`src/rtl/pslu_pkg.sv`:
```
package pslu_pkg;

  localparam int MAX_SECTION_BYTES_DEF = 4096;
  localparam int HEADER_BYTES          = 8;
  localparam int LEN_W                 = 12;
  localparam int PID_W                 = 13;
  localparam int SID_W                 = 16;
  localparam int CNT_CMP_W             = 13;

  typedef enum logic [1:0] {
    ST_FOUND     = 2'd0,
    ST_NOT_FOUND = 2'd1,
    ST_LEN_ERR   = 2'd2
  } status_t;

  typedef struct packed {
    logic       valid;
    logic [7:0] data;
    logic       last;
  } byte_slot_t;

endpackage

```
`src/rtl/pslu_in_stage.sv`:
```
module pslu_in_stage (
  input  logic                 clk,
  input  logic                 rst,
  input  logic                 in_valid,
  output logic                 in_ready,
  input  logic [7:0]           data_byte,
  input  logic                 last_byte,
  input  logic                 advance,
  output pslu_pkg::byte_slot_t slot
);

  logic       valid;
  logic [7:0] data;
  logic       last;

  assign in_ready = !valid || advance;

  always_ff @(posedge clk) begin
    if (rst) begin
      valid <= 1'b0;
    end else if (in_ready) begin
      valid <= in_valid;
    end
  end

  always_ff @(posedge clk) begin
    if (in_valid && in_ready) begin
      data <= data_byte;
      last <= last_byte;
    end
  end

  assign slot.valid = valid;
  assign slot.data  = data;
  assign slot.last  = last;

endmodule

```
`src/rtl/pslu_parser.sv`:
```
module pslu_parser #(
  parameter int MAX_SECTION_BYTES = pslu_pkg::MAX_SECTION_BYTES_DEF
) (
  input  logic                          clk,
  input  logic                          rst,
  input  pslu_pkg::byte_slot_t          slot,
  output logic                          advance,
  input  logic                          cfg_we,
  input  logic [pslu_pkg::SID_W-1:0]    cfg_sid,
  output logic                          out_valid,
  input  logic                          out_ready,
  output logic [1:0]                    status,
  output logic [pslu_pkg::PID_W-1:0]    map_pid
);

  localparam int POS_W = $clog2(MAX_SECTION_BYTES + 1);
  localparam int CMP_W = pslu_pkg::CNT_CMP_W + 1;

  logic [pslu_pkg::SID_W-1:0] target_sid;
  logic [POS_W-1:0]           byte_position, byte_position_next;
  logic [pslu_pkg::LEN_W-1:0] declared_length, declared_length_next;
  logic [23:0]                entry_bytes, entry_bytes_next;
  logic                       match_seen, match_seen_next;
  logic [pslu_pkg::PID_W-1:0] matched_pid, matched_pid_next;
  logic                       overflow_seen, overflow_seen_next;
  pslu_pkg::status_t          res_status;
  logic [pslu_pkg::PID_W-1:0] res_pid;

  assign advance = slot.valid && (!slot.last || !out_valid || out_ready);

  always_comb begin
    byte_position_next   = byte_position;
    declared_length_next = declared_length;
    entry_bytes_next     = entry_bytes;
    match_seen_next      = match_seen;
    matched_pid_next     = matched_pid;
    overflow_seen_next   = overflow_seen;
    if (byte_position >= POS_W'(MAX_SECTION_BYTES)) begin
      overflow_seen_next = 1'b1;
    end else begin
      if (byte_position == POS_W'(1)) begin
        declared_length_next = {slot.data[3:0], declared_length[7:0]};
      end else if (byte_position == POS_W'(2)) begin
        declared_length_next = {declared_length[11:8], slot.data};
      end else if (byte_position >= POS_W'(pslu_pkg::HEADER_BYTES)) begin
        if (byte_position[1:0] != 2'd3) begin
          entry_bytes_next = {entry_bytes[15:0], slot.data};
        end else if ((CMP_W'(byte_position) + CMP_W'(2)) <= CMP_W'(declared_length)
                     && !match_seen) begin
          if (entry_bytes[23:8] == target_sid) begin
            matched_pid_next = {entry_bytes[4:0], slot.data};
            match_seen_next  = 1'b1;
          end
        end
      end
      byte_position_next = byte_position + POS_W'(1);
    end

    res_pid = '0;
    if (overflow_seen_next || (pslu_pkg::CNT_CMP_W'(byte_position_next) !=
        pslu_pkg::CNT_CMP_W'(declared_length_next) + pslu_pkg::CNT_CMP_W'(3))) begin
      res_status = pslu_pkg::ST_LEN_ERR;
    end else if (match_seen_next) begin
      res_status = pslu_pkg::ST_FOUND;
      res_pid    = matched_pid_next;
    end else begin
      res_status = pslu_pkg::ST_NOT_FOUND;
    end
  end

  always_ff @(posedge clk) begin
    if (rst) begin
      target_sid <= '0;
    end else if (cfg_we) begin
      target_sid <= cfg_sid;
    end
  end

  always_ff @(posedge clk) begin
    if (rst) begin
      byte_position   <= '0;
      declared_length <= '0;
      entry_bytes     <= '0;
      match_seen      <= 1'b0;
      matched_pid     <= '0;
      overflow_seen   <= 1'b0;
    end else if (advance) begin
      if (slot.last) begin
        byte_position   <= '0;
        declared_length <= '0;
        entry_bytes     <= '0;
        match_seen      <= 1'b0;
        matched_pid     <= '0;
        overflow_seen   <= 1'b0;
      end else begin
        byte_position   <= byte_position_next;
        declared_length <= declared_length_next;
        entry_bytes     <= entry_bytes_next;
        match_seen      <= match_seen_next;
        matched_pid     <= matched_pid_next;
        overflow_seen   <= overflow_seen_next;
      end
    end
  end

  always_ff @(posedge clk) begin
    if (rst) begin
      out_valid <= 1'b0;
    end else if (advance && slot.last) begin
      out_valid <= 1'b1;
    end else if (out_ready) begin
      out_valid <= 1'b0;
    end
  end

  always_ff @(posedge clk) begin
    if (advance && slot.last) begin
      status  <= res_status;
      map_pid <= res_pid;
    end
  end

  a_status_legal: assert property (@(posedge clk) disable iff (rst)
    out_valid |-> (status != 2'd3))
    else $error("illegal status code");

  a_pid_zero: assert property (@(posedge clk) disable iff (rst)
    (out_valid && status != pslu_pkg::ST_FOUND) |-> (map_pid == '0))
    else $error("map_pid nonzero without a match");

  a_pos_bound: assert property (@(posedge clk) disable iff (rst)
    byte_position <= POS_W'(MAX_SECTION_BYTES))
    else $error("byte count past section bound");

  a_clear_after_last: assert property (@(posedge clk) disable iff (rst)
    (advance && slot.last) |=> (byte_position == '0 && !match_seen && !overflow_seen))
    else $error("section state not cleared after last byte");

  a_result_loaded: assert property (@(posedge clk) disable iff (rst)
    (advance && slot.last) |=> out_valid)
    else $error("last byte did not produce a result");

endmodule

```
`src/rtl/pat_service_pid_lookup_unit.sv`:
```
// channel | dir | handshake            | payload
// in      | in  | in_valid / in_ready   | data_byte[7:0], last_byte
// out     | out | out_valid / out_ready | status[1:0], map_pid[12:0]
// cfg     | in  | cfg_valid / cfg_ready | program_num[15:0]
//
// One byte per cycle unless a last byte is held; a byte passes input register,
// then parse logic into the result register, loaded as the last byte advances.
// Sync active-high reset clears section state, valids and the program number.
// A waiting result stalls a following last byte, and the bytes behind it wait too;
// cfg_ready is always high.
module pat_service_pid_lookup_unit #(
  parameter int MAX_SECTION_BYTES = pslu_pkg::MAX_SECTION_BYTES_DEF
) (
  input  logic                       clk,
  input  logic                       rst,
  input  logic                       in_valid,
  output logic                       in_ready,
  input  logic [7:0]                 data_byte,
  input  logic                       last_byte,
  output logic                       out_valid,
  input  logic                       out_ready,
  output logic [1:0]                 status,
  output logic [pslu_pkg::PID_W-1:0] map_pid,
  input  logic                       cfg_valid,
  output logic                       cfg_ready,
  input  logic [pslu_pkg::SID_W-1:0] program_num
);

  pslu_pkg::byte_slot_t slot;
  logic                 advance;

  assign cfg_ready = 1'b1;

  pslu_in_stage u_in (
    .clk       (clk),
    .rst       (rst),
    .in_valid  (in_valid),
    .in_ready  (in_ready),
    .data_byte (data_byte),
    .last_byte (last_byte),
    .advance   (advance),
    .slot      (slot)
  );

  pslu_parser #(
    .MAX_SECTION_BYTES (MAX_SECTION_BYTES)
  ) u_parse (
    .clk       (clk),
    .rst       (rst),
    .slot      (slot),
    .advance   (advance),
    .cfg_we    (cfg_valid && cfg_ready),
    .cfg_sid   (program_num),
    .out_valid (out_valid),
    .out_ready (out_ready),
    .status    (status),
    .map_pid   (map_pid)
  );

endmodule

```
`config.mk`:
```
export PLATFORM = sky130hd
export DESIGN_NAME = pat_service_pid_lookup_unit
export DESIGN_NICKNAME = d
export VERILOG_FILES = /design/src/rtl/pslu_pkg.sv /design/src/rtl/pslu_in_stage.sv /design/src/rtl/pslu_parser.sv /design/src/rtl/pat_service_pid_lookup_unit.sv
export SDC_FILE = /design/constraint.sdc
export NUM_CORES = 1
export LEC_CHECK = 0
export ABC_AREA = 1
export BUFFER_PORTS_ARGS = -buffer_cell sky130_fd_sc_hd__clkbuf_2
export CORE_MARGIN = 2
export CORE_UTILIZATION = 60
export DETAILED_ROUTE_END_ITERATION = 12
export GPL_ROUTABILITY_DRIVEN = 0
export PLACE_DENSITY = 0.8
export SLEW_MARGIN = 20
export SYNTH_ARGS = -nofsm -noshare
export SYNTH_HDL_FRONTEND = slang
export SYNTH_HIERARCHICAL = 1
export SYNTH_SLANG_ARGS = --single-unit
```
`constraint.sdc`:
```
create_clock -name clk -period 3.6 [get_ports clk]
set_clock_uncertainty 0.1 [all_clocks]
set_input_delay 0.36 -clock clk [delete_from_list [all_inputs] [get_ports clk]]
set_output_delay 0.36 -clock clk [all_outputs]
set_load 0.02 [all_outputs]
```
## Word level (Yosys, flattened, before mapping)

Index checks and enable logic that the tools add are counted.

- Flip-flop bits (word level): 106
- Input bits: 30

- Add/subtract/negate cells: 3
- $lt $le $gt $ge: 3
- Eq/ne operators: 8
- Multiplexer cells: 33
- Bitwise gates (word level): 1
- Reduce and logical (&&, ||, !) cells: 17

Operator list:

| cell | number |
|---|---|
| 24-bit two-way mux | 6 |
| 13-bit two-way mux | 10 |
| 12-bit two-way mux | 3 |
| 16-bit equality test | 1 |
| 13-bit by 2-bit adder with 14-bit output (second input constant) | 1 |
| 14-bit by 12-bit less-or-equal comparator with 1-bit output | 1 |
| 12-bit by 2-bit adder with 13-bit output (second input constant) | 1 |
| 13-bit by 1-bit adder with 13-bit output (second input constant) | 1 |
| 13-bit by 1-bit equality test with 1-bit output (second input constant) | 1 |
| 13-bit by 2-bit equality test with 1-bit output (second input constant) | 1 |
| 13-bit greater-or-equal comparator (second input constant) | 1 |
| 13-bit by 4-bit greater-or-equal comparator with 1-bit output (second input constant) | 1 |
| 1-bit two-way mux | 13 |
| 13-bit != test | 1 |
| 8-bit two-way mux | 1 |
| 2-bit != test (second input constant) | 4 |
| 6-bit AND reduction | 1 |
| 2-bit nonzero test | 3 |
| 1-bit logical AND | 4 |
| 1-bit logical NOT | 4 |
| 1-bit logical OR | 4 |
| 2-bit OR reduction | 1 |
| 1-bit inverter | 1 |

## Longest topological paths before layout

Gate-level depths: netlist (run 1).

- Word-level depth: 11
- Mapped depth: 22

## Modules after synthesis

The synthesis (run 1) kept the hierarchy.

Modules (own cells, without submodules):

| module | instances | cells an instance | area an instance (sq um) |
|---|---|---|---|
| pslu_parser | 1 | 815 | 5866.9 |
| pslu_in_stage | 1 | 17 | 332.8 |
| pat_service_pid_lookup_unit | 1 | 2 | 11.3 |

## Worst setup path before layout (run 1)

OpenSTA, ideal clock, no wires.

- Kind: reg-to-reg
- Start point: register u_parse.byte_position[2]
- End point: register u_parse/map_pid[2] in the netlist's numbering (data pin)
- Library setup time: 0.134 ns
- Arrival: 2.852 ns
- Setup slack: 0.514 ns
- Stages on the path, launching flop included: 21
- Path buffers: 2
- Period minus slack after synthesis: 3.086 ns
- Cells stage by stage: dfxtp_1 -> ha_1 -> nand3_1 -> nor3_2 -> nand2_1 -> xor2_1 -> ha_1 -> nand2_1 -> nor2_1 -> a211oi_1 -> nand2_1 -> nand2_1 -> nand2_1 -> o31ai_1 -> and2_1 -> buf_4 -> nand3_1 -> nand2_1 -> nand3_4 -> buf_12 -> nor2_4

- Cells in the longest elaborated chain, start to end: 11

RTL lines:

| what | RTL line | source |
|---|---|---|
| start, declared | pslu_parser.sv:20 | `logic [POS_W-1:0] byte_position, byte_position_next;` |
| start signal, assigned | pslu_parser.sv:96 | `byte_position <= byte_position_next;` |
| 13-bit by 2-bit adder with 14-bit output | pslu_parser.sv:48 | `end else if ((CMP_W'(byte_position) + CMP_W'(2)) <= CMP_W'(declared_length)` |
| 14-bit by 12-bit less-or-equal comparator with 1-bit output | pslu_parser.sv:48 |  |
| 1-bit logical AND | pslu_parser.sv:49 | `&& !match_seen) begin` |
| 1-bit two-way mux | pslu_parser.sv:48 |  |
| 1-bit two-way mux | pslu_parser.sv:46 | `if (byte_position[1:0] != 2'd3) begin` |
| 1-bit two-way mux | pslu_parser.sv:45 | `end else if (byte_position >= POS_W'(pslu_pkg::HEADER_BYTES)) begin` |
| 1-bit two-way mux | pslu_parser.sv:43 | `end else if (byte_position == POS_W'(2)) begin` |
| 1-bit two-way mux | pslu_parser.sv:41 | `if (byte_position == POS_W'(1)) begin` |
| 1-bit two-way mux | pslu_parser.sv:38 | `if (byte_position >= POS_W'(MAX_SECTION_BYTES)) begin` |
| 1-bit inverter (no line) | n/a |  |
| 2-bit OR reduction (no line) | n/a |  |
| end signal, assigned | pslu_parser.sv:119 | `map_pid <= res_pid;` |
| end, declared | pslu_parser.sv:13 | `output logic [pslu_pkg::PID_W-1:0] map_pid` |

Several ways; a longest one is shown, not always the timed one.
A chain may end at the register's enable or synchronous reset.

## Final worst setup path (run 1)

- Start point: register u_parse.byte_position[2]
- End point: register u_parse/map_pid[8] in the netlist's numbering (data pin)

The elaborated chain is that of the path after synthesis.

==> impl_metrics.tcl, run 1 <==
set metrics [dict create \
    wl_per_cell_um 15.35 \
    wirelength_mm 15.50 \
    r2r_cells 19 \
    grt_use_total 0.2889 \
    multi_input_area_um2 3174 \
    vias_per_cell 5.557 \
    seq_area_frac_synth 0.3803 \
    die_h_um 105.7 \
    timing.final.crit_share 0.9500 \
    synthCells 834 \
    io_buffers 46 \
    rr_endpoint "u_parse/map_pid[8]" \
    power.leakage_nw 2.665 \
    powerDensity_nw_per_um2 326.4 \
    yosysWarnings 6 \
    async_flop_share 0 \
    num_antenna_cells 0 \
    drive_gt1_frac 0.1670 \
    finalHoldViolCount 0 \
    crit_path_max_incr_delay_ns 0.42 \
    ctsRootBufferMaster "clkbuf_8" \
    initial_core_util 0.6098 \
    hold_path_class "in -> reg" \
    worst_slew_pin_slew_ns 0.8143 \
    pin_count 48 \
    tns_ns 0 \
    post-route-min-period_ns 3.420 \
    drt_iter0_drc 611 \
    fmax_mhz 292.4 \
    grt-ovfl-total 0 \
    mostFrequentLayoutCells "nand2_1 (182), inv_1 (124), nor2_1 (82), dfxtp_1 (80)" \
    critical_path.most_common_cell "nand2_1" \
    ys_ff_latch 106 \
    area_delta_synth_final_pct 8.320 \
    row_count 37 \
    ys_types 49 \
    synth_fp_nets 882 \
    cts_num_sinks 106 \
    final_antenna_net_count 0 \
    final_cell_area_um2 6728 \
    cp_slowest_cell "dfxtp_2" \
    total_power_mw 2.196 \
    ys.flop_type "dfxtp_1" \
    ctsLongestPathBuffers 2 \
    drv_cap 0 \
    htree_levels 3 \
    coreArea_um2 10180 \
    nets 917 \
    register_area_um2 2365 \
    critPathCaptureType "register" \
    final_common_cell "nand2_1" \
    grt_pass1_vias 5413 \
    grt_max_degree 63 \
    cp_max_fo 6 \
    worstPathRequired_ns 3.77 \
    worstReg2RegStart "u_parse/byte_position[2]" \
    num-fill-cells 889 \
    routed-via-count 5613 \
    hold_buffers 0 \
    die_w_um 105.7 \
    antenna_found_initial 0 \
    vdd_drop_max_mv 0.3932 \
    cts_tree "yes" \
    setup_viol 0 \
    cts_buffers 9 \
    syn_area_um2 6211 \
    start_kind "register" \
    r2r_slack_ns 0.18 \
    status "finished, final reports clean" \
    synth_edf_count 24 \
    holdWs_ns 0.04188 \
    die_area_um2 11180 \
    holdPathStages 1 \
    hold-path-endpoint "u_in/last" \
    crit_chain "ha_1, nand3_1, nor3_4, nand2_1, xor2_1, ha_1, nand2_1, nor2_1, a211oi_1, nand2_1, nand2_1, nand2_1, o31ai_1, and2_1, nand3_1, nand2_2, nand3_4, buf_4, nor2_4" \
    slew_violations 0 \
    drc 0 \
    avgSynthCellArea_um2 7.447 \
    dpl.hpwl_mm 11.16 \
    hold_start "last_byte" \
    path_clk_slew_ns 0.11 \
    crit_type "reg -> reg" \
    dpl_cell_area_um2 6495 \
    worst_ep_arrival_time_ns 3.59 \
    max_slew_margin 0.4558 \
    firstDrtPassIters 5 \
    finalCoreUtilization 0.6606 \
    grt_pass1_wl_mm 25.43 \
    clk_latency_ns 0.40 \
]
[registers in the layout (all words and copies together), names as in the netlist, 2 cells and up]
name and count:
u_parse/matched_pid 13, u_parse/declared_length 12, u_parse/byte_position 13, u_parse/entry_bytes 24
u_in/data 8, u_parse/map_pid 13, u_parse/status 2, u_parse/target_sid 16
[layer usage]
layer  global-route usage  routed length [um]
met4               0.1306                 545
met5                    0                   0
met1               0.3732                6620
met3              0.06617                1244
met2               0.4613                7090
[where the power goes]
| group | leakage [nW] | total (mW) | switching [mW] | internal (mW) |
|---|---|---|---|---|
| Combinational | 1.68 | 0.196 | 0.136 | 0.0598 |
| Clock | 0.100 | 0.737 | 0.453 | 0.285 |
| Sequential | 0.888 | 1.26 | 0.0201 | 1.24 |
[worst max path at each step]
stage                              end                      from  cells after the start
global route        u_parse/map_pid[2]  u_parse/byte_position[2]                     18
global placement    u_parse/map_pid[0]  u_parse/byte_position[2]                     18
floorplan           u_parse/map_pid[2]  u_parse/byte_position[2]                     20
detailed placement  u_parse/map_pid[0]  u_parse/byte_position[2]                     18
finish              u_parse/map_pid[8]  u_parse/byte_position[2]                     19
CTS                 u_parse/map_pid[8]  u_parse/byte_position[2]                     19
[final cells by class]
| type | instances | area share |
|---|---|---|
| multi-input combinational | 561 | 0.4718 |
| sequential | 106 | 0.3515 |
| inverter | 136 | 0.07699 |
| timing repair buffer | 55 | 0.04612 |
| tap | 136 | 0.02529 |
| clock buffer | 10 | 0.02046 |
| clock inverter | 6 | 0.007811 |
[kinds of logic (layout without fill, tap and decap cells)]
family | Yosys count | count (layout) | synth area share
xor+xnor | 37 | 37 | 0.05218
compound gates | 107 | 107 | 0.09791
fa+ha+maj | 18 | 18 | 0.03626
buf+inv | 167 | 207 | 0.1116
other cells | 1 | 1 | 0.0006038
simple gates | 398 | 398 | 0.3211
flops | 106 | 106 | 0.3803
[timing repair]
action	4_1_cts	5_1_grt
pin swaps	1	0
gates resized for setup	0	5
setup buffers	2	0
setup endpoints to repair	2	16
[through the flow]
stage	setup slack, ns	std cells
floorplan	0.5143	834
global placement	0.2963	992
detailed placement	0.01894	992
CTS	0.1456	1010
global route	-0.03039	1010
finish	0.1800	1010
[Yosys cell counts, drive strengths merged, types with 17 or more instances]
| master | n | area, um2 |
|---|---|---|
| dfxtp | 82 | 1642 |
| o22ai | 27 | 168.9 |
| o21ai | 29 | 163.9 |
| edfxtp | 24 | 720.7 |
| inv | 134 | 510.5 |
| nand3 | 53 | 330.3 |
| xor2 | 20 | 175.2 |
| xnor2 | 17 | 148.9 |
| ha | 18 | 225.2 |
| a21oi | 44 | 224.0 |
| nand4 | 24 | 175.2 |
| nand2 | 198 | 805.8 |
| clkbuf | 21 | 78.83 |
| nor2 | 107 | 563.0 |
[critical path: cells and delay by family (launching register included)]
kind                       cells  cell delay (ns)
DFF                            1             0.42
adders and majority gates      2             0.54
AOI/OAI and AO/OA              2             0.29
buffers and inverters          1             0.19
and+or+nand+nor               13             1.57
xor gates and xnor gates       1             0.18
(Power assumes the default switching activity.)
==> inputs of run 2 (changes only) <==
--- a/config.mk
+++ b/config.mk
@@ -7,7 +7,6 @@
 export LEC_CHECK = 0
 export ABC_AREA = 1
 export BUFFER_PORTS_ARGS = -buffer_cell sky130_fd_sc_hd__clkbuf_2
-export CORE_MARGIN = 2
 export CORE_UTILIZATION = 60
 export DETAILED_ROUTE_END_ITERATION = 12
 export GPL_ROUTABILITY_DRIVEN = 0
==> constraint.sdc (replaced) <==
create_clock -name clk -period 4.4 [get_ports clk]
set_clock_uncertainty 0.1 [all_clocks]
set_input_delay 0.44 -clock clk [delete_from_list [all_inputs] [get_ports clk]]
set_output_delay 0.44 -clock clk [all_outputs]
set_load 0.02 [all_outputs]
==> impl_metrics.tcl, run 2 (synthesis gave the netlist of run 1 again) <==
set metrics [dict create \
    timing.final.crit_share 0.8646 \
    antenna_found_initial 0 \
    row_count 36 \
    firstDrtPassIters 5 \
    multi_input_area_um2 3166 \
    cts_resized 0 \
    pwr-share-clk 0.336 \
    io_buffers 46 \
    tns_ns 0 \
    finalHoldViolCount 0 \
    seqPwrFrac 0.576 \
    p_sw_uw 479.4 \
    die_w_um 103.7 \
    critical_path.most_common_cell "nand2_1" \
    final_cells 1001 \
    status "finished, final reports clean" \
    r2r_slack_ns 0.60 \
    grt_max_degree 64 \
    drc 0 \
    top_regs "u_parse/entry_bytes (24), u_parse/target_sid (16)" \
    register_area_um2 2362 \
    use_met3 0.07867 \
    area_delta_synth_final_pct 7.252 \
    worst_slew_pin_slew_ns 0.8374 \
    wirelength_mm 14.83 \
    worstPathRequired_ns 4.54 \
    p_int_mw 1.315 \
    nets 911 \
    cp_max_fo 17 \
    clk_latency_ns 0.39 \
    dpl.hpwl_mm 10.81 \
    critPathCaptureType "register" \
    max_slew_margin 0.4404 \
    wl_per_cell_um 14.82 \
    vdd_drop_max_mv 0.2745 \
    groute.layer.met2.usage 0.4573 \
    powerDensity_nw_per_um2 269.4 \
    grt_util_met1 0.3635 \
    slew_violations 0 \
    vias_per_cell 5.511 \
    largest-register "u_parse/entry_bytes" \
    post-place-ws_ns 0.6551 \
    routed-via-count 5517 \
    cp_slowest_cell "nand3_1" \
    final_cell_area_um2 6661 \
    cts_tree "yes" \
    grt.busiest_layer "met2" \
    worst_ep_arrival_time_ns 3.95 \
    cts_num_sinks 106 \
    largest_register_ff_count 24 \
    cts_buffers 9 \
    drt_iter0_drc 498 \
    holdPathStages 1 \
    crit_chain "ha_1, nand3_1, nor3_2, nand2_1, xor2_1, ha_1, nand2_1, nor2_1, a211oi_1, nand2_1, nand2_1, nand2_1, o31ai_1, nand3_1, o21ai_0, inv_1, nor2_4" \
    path_clk_slew_ns 0.11 \
    final_antenna_net_count 0 \
    num-fill-cells 831 \
    crit_type "reg -> reg" \
    dp.cells 985 \
    pin_count 48 \
    crit_path_max_incr_delay_ns 0.52 \
    setup_viol 0 \
    fmax_mhz 262.9 \
    hold_path_class "in -> reg" \
    die_h_um 103.7 \
    coreArea_um2 9910 \
    p_comb_frac 0.088 \
    initial_core_util 0.6268 \
    dpl_cell_area_um2 6461 \
    ctsLongestPathBuffers 2 \
    rsz0062_at_grt "no" \
    ctsRootBufferMaster "clkbuf_8" \
    swShare 0.2671 \
    post-route-min-period_ns 3.804 \
    power.leakage_nw 2.614 \
    r2r_cells 17 \
    hold_start "data_byte[2]" \
    cts_setup_buffers 0 \
    num_antenna_cells 0 \
    htree_levels 3 \
    worstReg2RegStart "u_parse/byte_position[2]" \
    die_area_um2 10760 \
    drive_gt1_frac 0.1567 \
    start_kind "register" \
    hold_buffers 0 \
    setup_slack_ns 0.5958 \
    grt-ovfl-total 0 \
    mostFrequentLayoutCells "nand2_1 (183), inv_1 (124), dfxtp_1 (82), nor2_1 (82)" \
    grt_pass1_vias 5130 \
    grt_use_total 0.2842 \
    hold-path-endpoint "u_in/data[2]" \
    grt_pass1_wl_mm 24.39 \
    drv_cap 0 \
    rr_endpoint "u_parse/map_pid[2]" \
    final_common_cell "nand2_1" \
]
-- run 2: cell count changes in the layout (fill, tap and decap cells not counted), moves of 2 or more --
| cell | before | now |
|---|---|---|
| dfxtp_2 | 2 | 0 |
| dfxtp_1 | 80 | 82 |
| inv_6 | 4 | 2 |
| buf_4 | 8 | 3 |
-- run 2: final cells by class --
cell class / count / area share
Timing Repair Buffer: 49 / 0.03794
Inverter: 136 / 0.07776
Sequential cell: 106 / 0.3546
Clock inverter: 5 / 0.006574
Clock buffer: 11 / 0.02292
Multi-Input combinational cell: 561 / 0.4752
Tap cell: 133 / 0.02498
-- run 2: power by group through the flow --
stage	sequential [mW]	combinational, mW	clock, mW
after global placement	1.05	0.152	0
after detailed placement	1.05	0.156	0
after floorplan	1.06	0.103	0
after global routing	1.04	0.172	0.663
final	1.03	0.159	0.603
after CTS	1.03	0.156	0.619
-- run 2: how the worst max path moves through the flow --
| stage | slack [ns] | cells past startpoint | from | to |
|---|---|---|---|---|
| 3_5_place_dp | 0.66 | 17 | u_parse/byte_position[2] | u_parse/map_pid[4] |
| 5_1_grt | 0.20 | 17 | u_parse/byte_position[2] | u_parse/map_pid[4] |
| 2_1_floorplan | 1.31 | 20 | u_parse/byte_position[2] | u_parse/map_pid[2] |
| 6_report | 0.60 | 17 | u_parse/byte_position[2] | u_parse/map_pid[2] |
| 3_3_place_gp | 0.87 | 17 | u_parse/byte_position[2] | u_parse/map_pid[2] |
| 4_1_cts | 0.62 | 17 | u_parse/byte_position[2] | u_parse/map_pid[4] |
-- run 2: through the flow --
stage	util	hold slack, ns	power (mW)
4_1_cts	0.6718	0.1069	1.808
6_report	0.6722	0.1231	1.794
2_1_floorplan	-	0.3288	1.159
3_5_place_dp	0.6520	0.3572	1.210
5_1_grt	0.6722	0.09458	1.870
3_3_place_gp	0.6520	0.3495	1.206
-- run 2: worst max-delay path: cells and delay by family, from the launching register on --
| family | cells | cell delay (ns) |
|---|---|---|
| adders and majority gates | 2 | 0.56 |
| and+or+nand+nor | 10 | 1.54 |
| buffers and inverters | 1 | 0.12 |
| DFF | 1 | 0.47 |
| AOI/OAI and AO/OA | 3 | 0.69 |
| xor gates and xnor gates | 1 | 0.16 |
-- run 2: layer usage --
layer / vias to the layer above / share of wire
li1: 2715 / -
met1: 2538 / 0.44
met2: 229 / 0.46
met3: 35 / 0.079
met4: 0 / 0.026
met5: - / 0
==> inputs of run 3 (changes only) <==
--- a/config.mk
+++ b/config.mk
@@ -5,7 +5,6 @@
 export SDC_FILE = /design/constraint.sdc
 export NUM_CORES = 1
 export LEC_CHECK = 0
-export ABC_AREA = 1
 export BUFFER_PORTS_ARGS = -buffer_cell sky130_fd_sc_hd__clkbuf_2
 export CORE_UTILIZATION = 60
 export DETAILED_ROUTE_END_ITERATION = 12
==> impl_metrics.tcl, run 3 <==
set metrics [dict create \
    tns_ns 0 \
    initial_core_util 0.6182 \
    fmax_mhz 256.5 \
    synth_edf_count 24 \
    groute.layer.met2.usage 0.4519 \
    timing.final.crit_share 0.8862 \
    antenna_found_initial 0 \
    r2r_slack_ns 0.50 \
    grt_use_total 0.2877 \
    synthTopCellsByCount "nor2_1 (96), dfxtp_1 (82), mux2i_1 (38)" \
    area_delta_synth_final_pct 8.319 \
    drt_iter0_drc 354 \
    cts_buffers 9 \
    cts_setup_buffers 0 \
    cp_max_fo 15 \
    rsz0062_at_grt "no" \
    vias_per_cell 6.263 \
    avgSynthCellArea_um2 9.275 \
    grt_pass1_wl_mm 22.38 \
    pin_count 48 \
    drv_cap 0 \
    wirelength_mm 13.62 \
    worst_slew_pin_slew_ns 0.8084 \
    vdd_drop_max_mv 0.2365 \
    setup_viol 0 \
    start_kind "register" \
    grt_pass1_vias 4495 \
    synth.top_cell.area_share 0.2887 \
    ys.flop_type "dfxtp_1" \
    cts_tree "yes" \
    synth_fp_nets 661 \
    grt-ovfl-total 0 \
    power.leakage_nw 2.349 \
    final_cell_area_um2 6158 \
    synthTopCellsByArea "dfxtp_1 (29%), edfxtp_1 (13%), mux2i_1 (6.7%)" \
    critPathBufInv 2 \
    largest_register_ff_count 24 \
    synth.most_common_cell "nor2_1" \
    die_h_um 99.35 \
    routed-via-count 4722 \
    final_common_cell "nor2_1" \
    yosysTopAreaCell "dfxtp_1" \
    ctsRootBufferMaster "clkbuf_8" \
    die_area_um2 9869 \
    use_met3 0.06676 \
    worst_ep_arrival_time_ns 4.00 \
    synthCells 613 \
    yosysWarnings 6 \
    top_regs "u_parse/entry_bytes (24), u_parse/target_sid (16)" \
    final_antenna_net_count 0 \
    cp_top_family "simple AND/OR/NAND/NOR gates" \
    largest-register "u_parse/entry_bytes" \
    htree_levels 3 \
    dpl.hpwl_mm 9.821 \
    wl_per_cell_um 18.07 \
    row_count 35 \
    num_antenna_cells 0 \
    path_clk_slew_ns 0.11 \
    nets 686 \
    grt.busiest_layer "met2" \
    max_slew_margin 0.4591 \
    ys_ff_latch 106 \
    critPathCaptureType "register" \
    ctsLongestPathBuffers 2 \
    drive_gt1_frac 0.1680 \
    io_buffers 46 \
    grt_util_met1 0.3825 \
    cts_num_sinks 106 \
    hold_path_class "in -> reg" \
    crit_type "reg -> reg" \
    crit_path_max_incr_delay_ns 0.42 \
    dpl_cell_area_um2 5949 \
    die_w_um 99.35 \
    mostFrequentLayoutCells "nor2_1 (95), dfxtp_1 (81), clkbuf_2 (46), mux2i_1 (37), a22oi_1 (34)" \
    crit_chain "inv_1, ha_1, nor3b_2, nand4_2, mux2i_2, ha_2, nor4_1, mux2_2, nand2_1, or3_1, a2111oi_2, o2111ai_2, buf_4, nor3_1" \
    ys_types 57 \
    coreArea_um2 9196 \
    num-fill-cells 734 \
    syn_area_um2 5685 \
    powerDensity_nw_per_um2 287.1 \
    grt_max_degree 48 \
    finalHoldViolCount 0 \
    status "finished, final reports clean" \
    cp_slowest_cell "dfxtp_2" \
    post-route-min-period_ns 3.899 \
    worstPathRequired_ns 4.50 \
    clk_latency_ns 0.37 \
    hold_buffers 0 \
    drc 0 \
    async_flop_share 0 \
    firstDrtPassIters 5 \
    seq_area_frac_synth 0.4155 \
    slew_violations 0 \
]
[run 3: changes by cell type after synthesis, sizes merged, moves of 27 or more]
cell,before,now
a22oi,0,34
nand3,53,15
nand2,198,23
inv,134,21
o22ai,27,0
mux2i,0,38
[run 3: area by class of cell]
cell class | instances | area (um2) | share of cell area
Multi-Input combinational cell | 440 | 3048 | 0.4949
Sequential cell | 106 | 2364 | 0.3838
Timing Repair Buffer | 60 | 335.3 | 0.05445
Tap cell | 111 | 138.9 | 0.02255
Clock buffer | 10 | 131.4 | 0.02133
Inverter | 21 | 78.83 | 0.01280
Clock inverter | 6 | 62.56 | 0.01016
[run 3: per-stage QoR]
stage          std cells    util  hold WS, ns  worst slack (ns)  power (mW)
3_3_place_gp         738  0.6469       0.3619            0.5810       1.205
4_1_cts              754  0.6680       0.1275            0.2366       1.782
6_report             754  0.6697       0.1432            0.5009       1.768
3_5_place_dp         738  0.6469       0.3630            0.3190       1.209
5_1_grt              754  0.6697       0.1213            0.1217       1.837
2_1_floorplan        613       -       0.3486            0.4288       1.160
[run 3: routing by layer]
layer	wire, um	vias up
met4	406	0
met2	6354	261
met3	1308	38
met5	0	-
met1	5553	2206
li1	-	2217
[run 3: final timing paths]
check | startpoint | cells after the start | end
setup / recovery | u_parse/byte_position[1] | 14 | u_parse/map_pid[3]
hold / removal | data_byte[4] | 1 | u_in/data[4]
setup reg to reg | u_parse/byte_position[1] | 14 | u_parse/map_pid[3]
hold reg to reg | u_parse/matched_pid[8] | 1 | u_parse/matched_pid[8]
[run 3: cells by family after synthesis]
| logic type | after synthesis | synth area share |
|---|---|---|
| adders and majority gates | 18 | 0.03961 |
| and+or+nand+nor | 211 | 0.1941 |
| xor gates and xnor gates | 56 | 0.08627 |
| other | 1 | 0.0006596 |
| AOI/OAI and AO/OA | 113 | 0.1391 |
| muxes | 41 | 0.07284 |
| buffers and inverters | 67 | 0.05194 |
| DFF | 106 | 0.4155 |
[run 3: power by group]
| group | leakage [nW] | total [mW] | internal, mW | switching [mW] |
|---|---|---|---|---|
| clock network | 0.0987 | 0.578 | 0.225 | 0.352 |
| registers | 0.874 | 1.04 | 1.02 | 0.0279 |
| logic | 1.38 | 0.145 | 0.0532 | 0.0918 |
[run 3: what timing repair did]
item,in CTS,in global routing
setup endpoints to repair,0,15
hold endpoints to repair,0,0
resized for setup,0,4
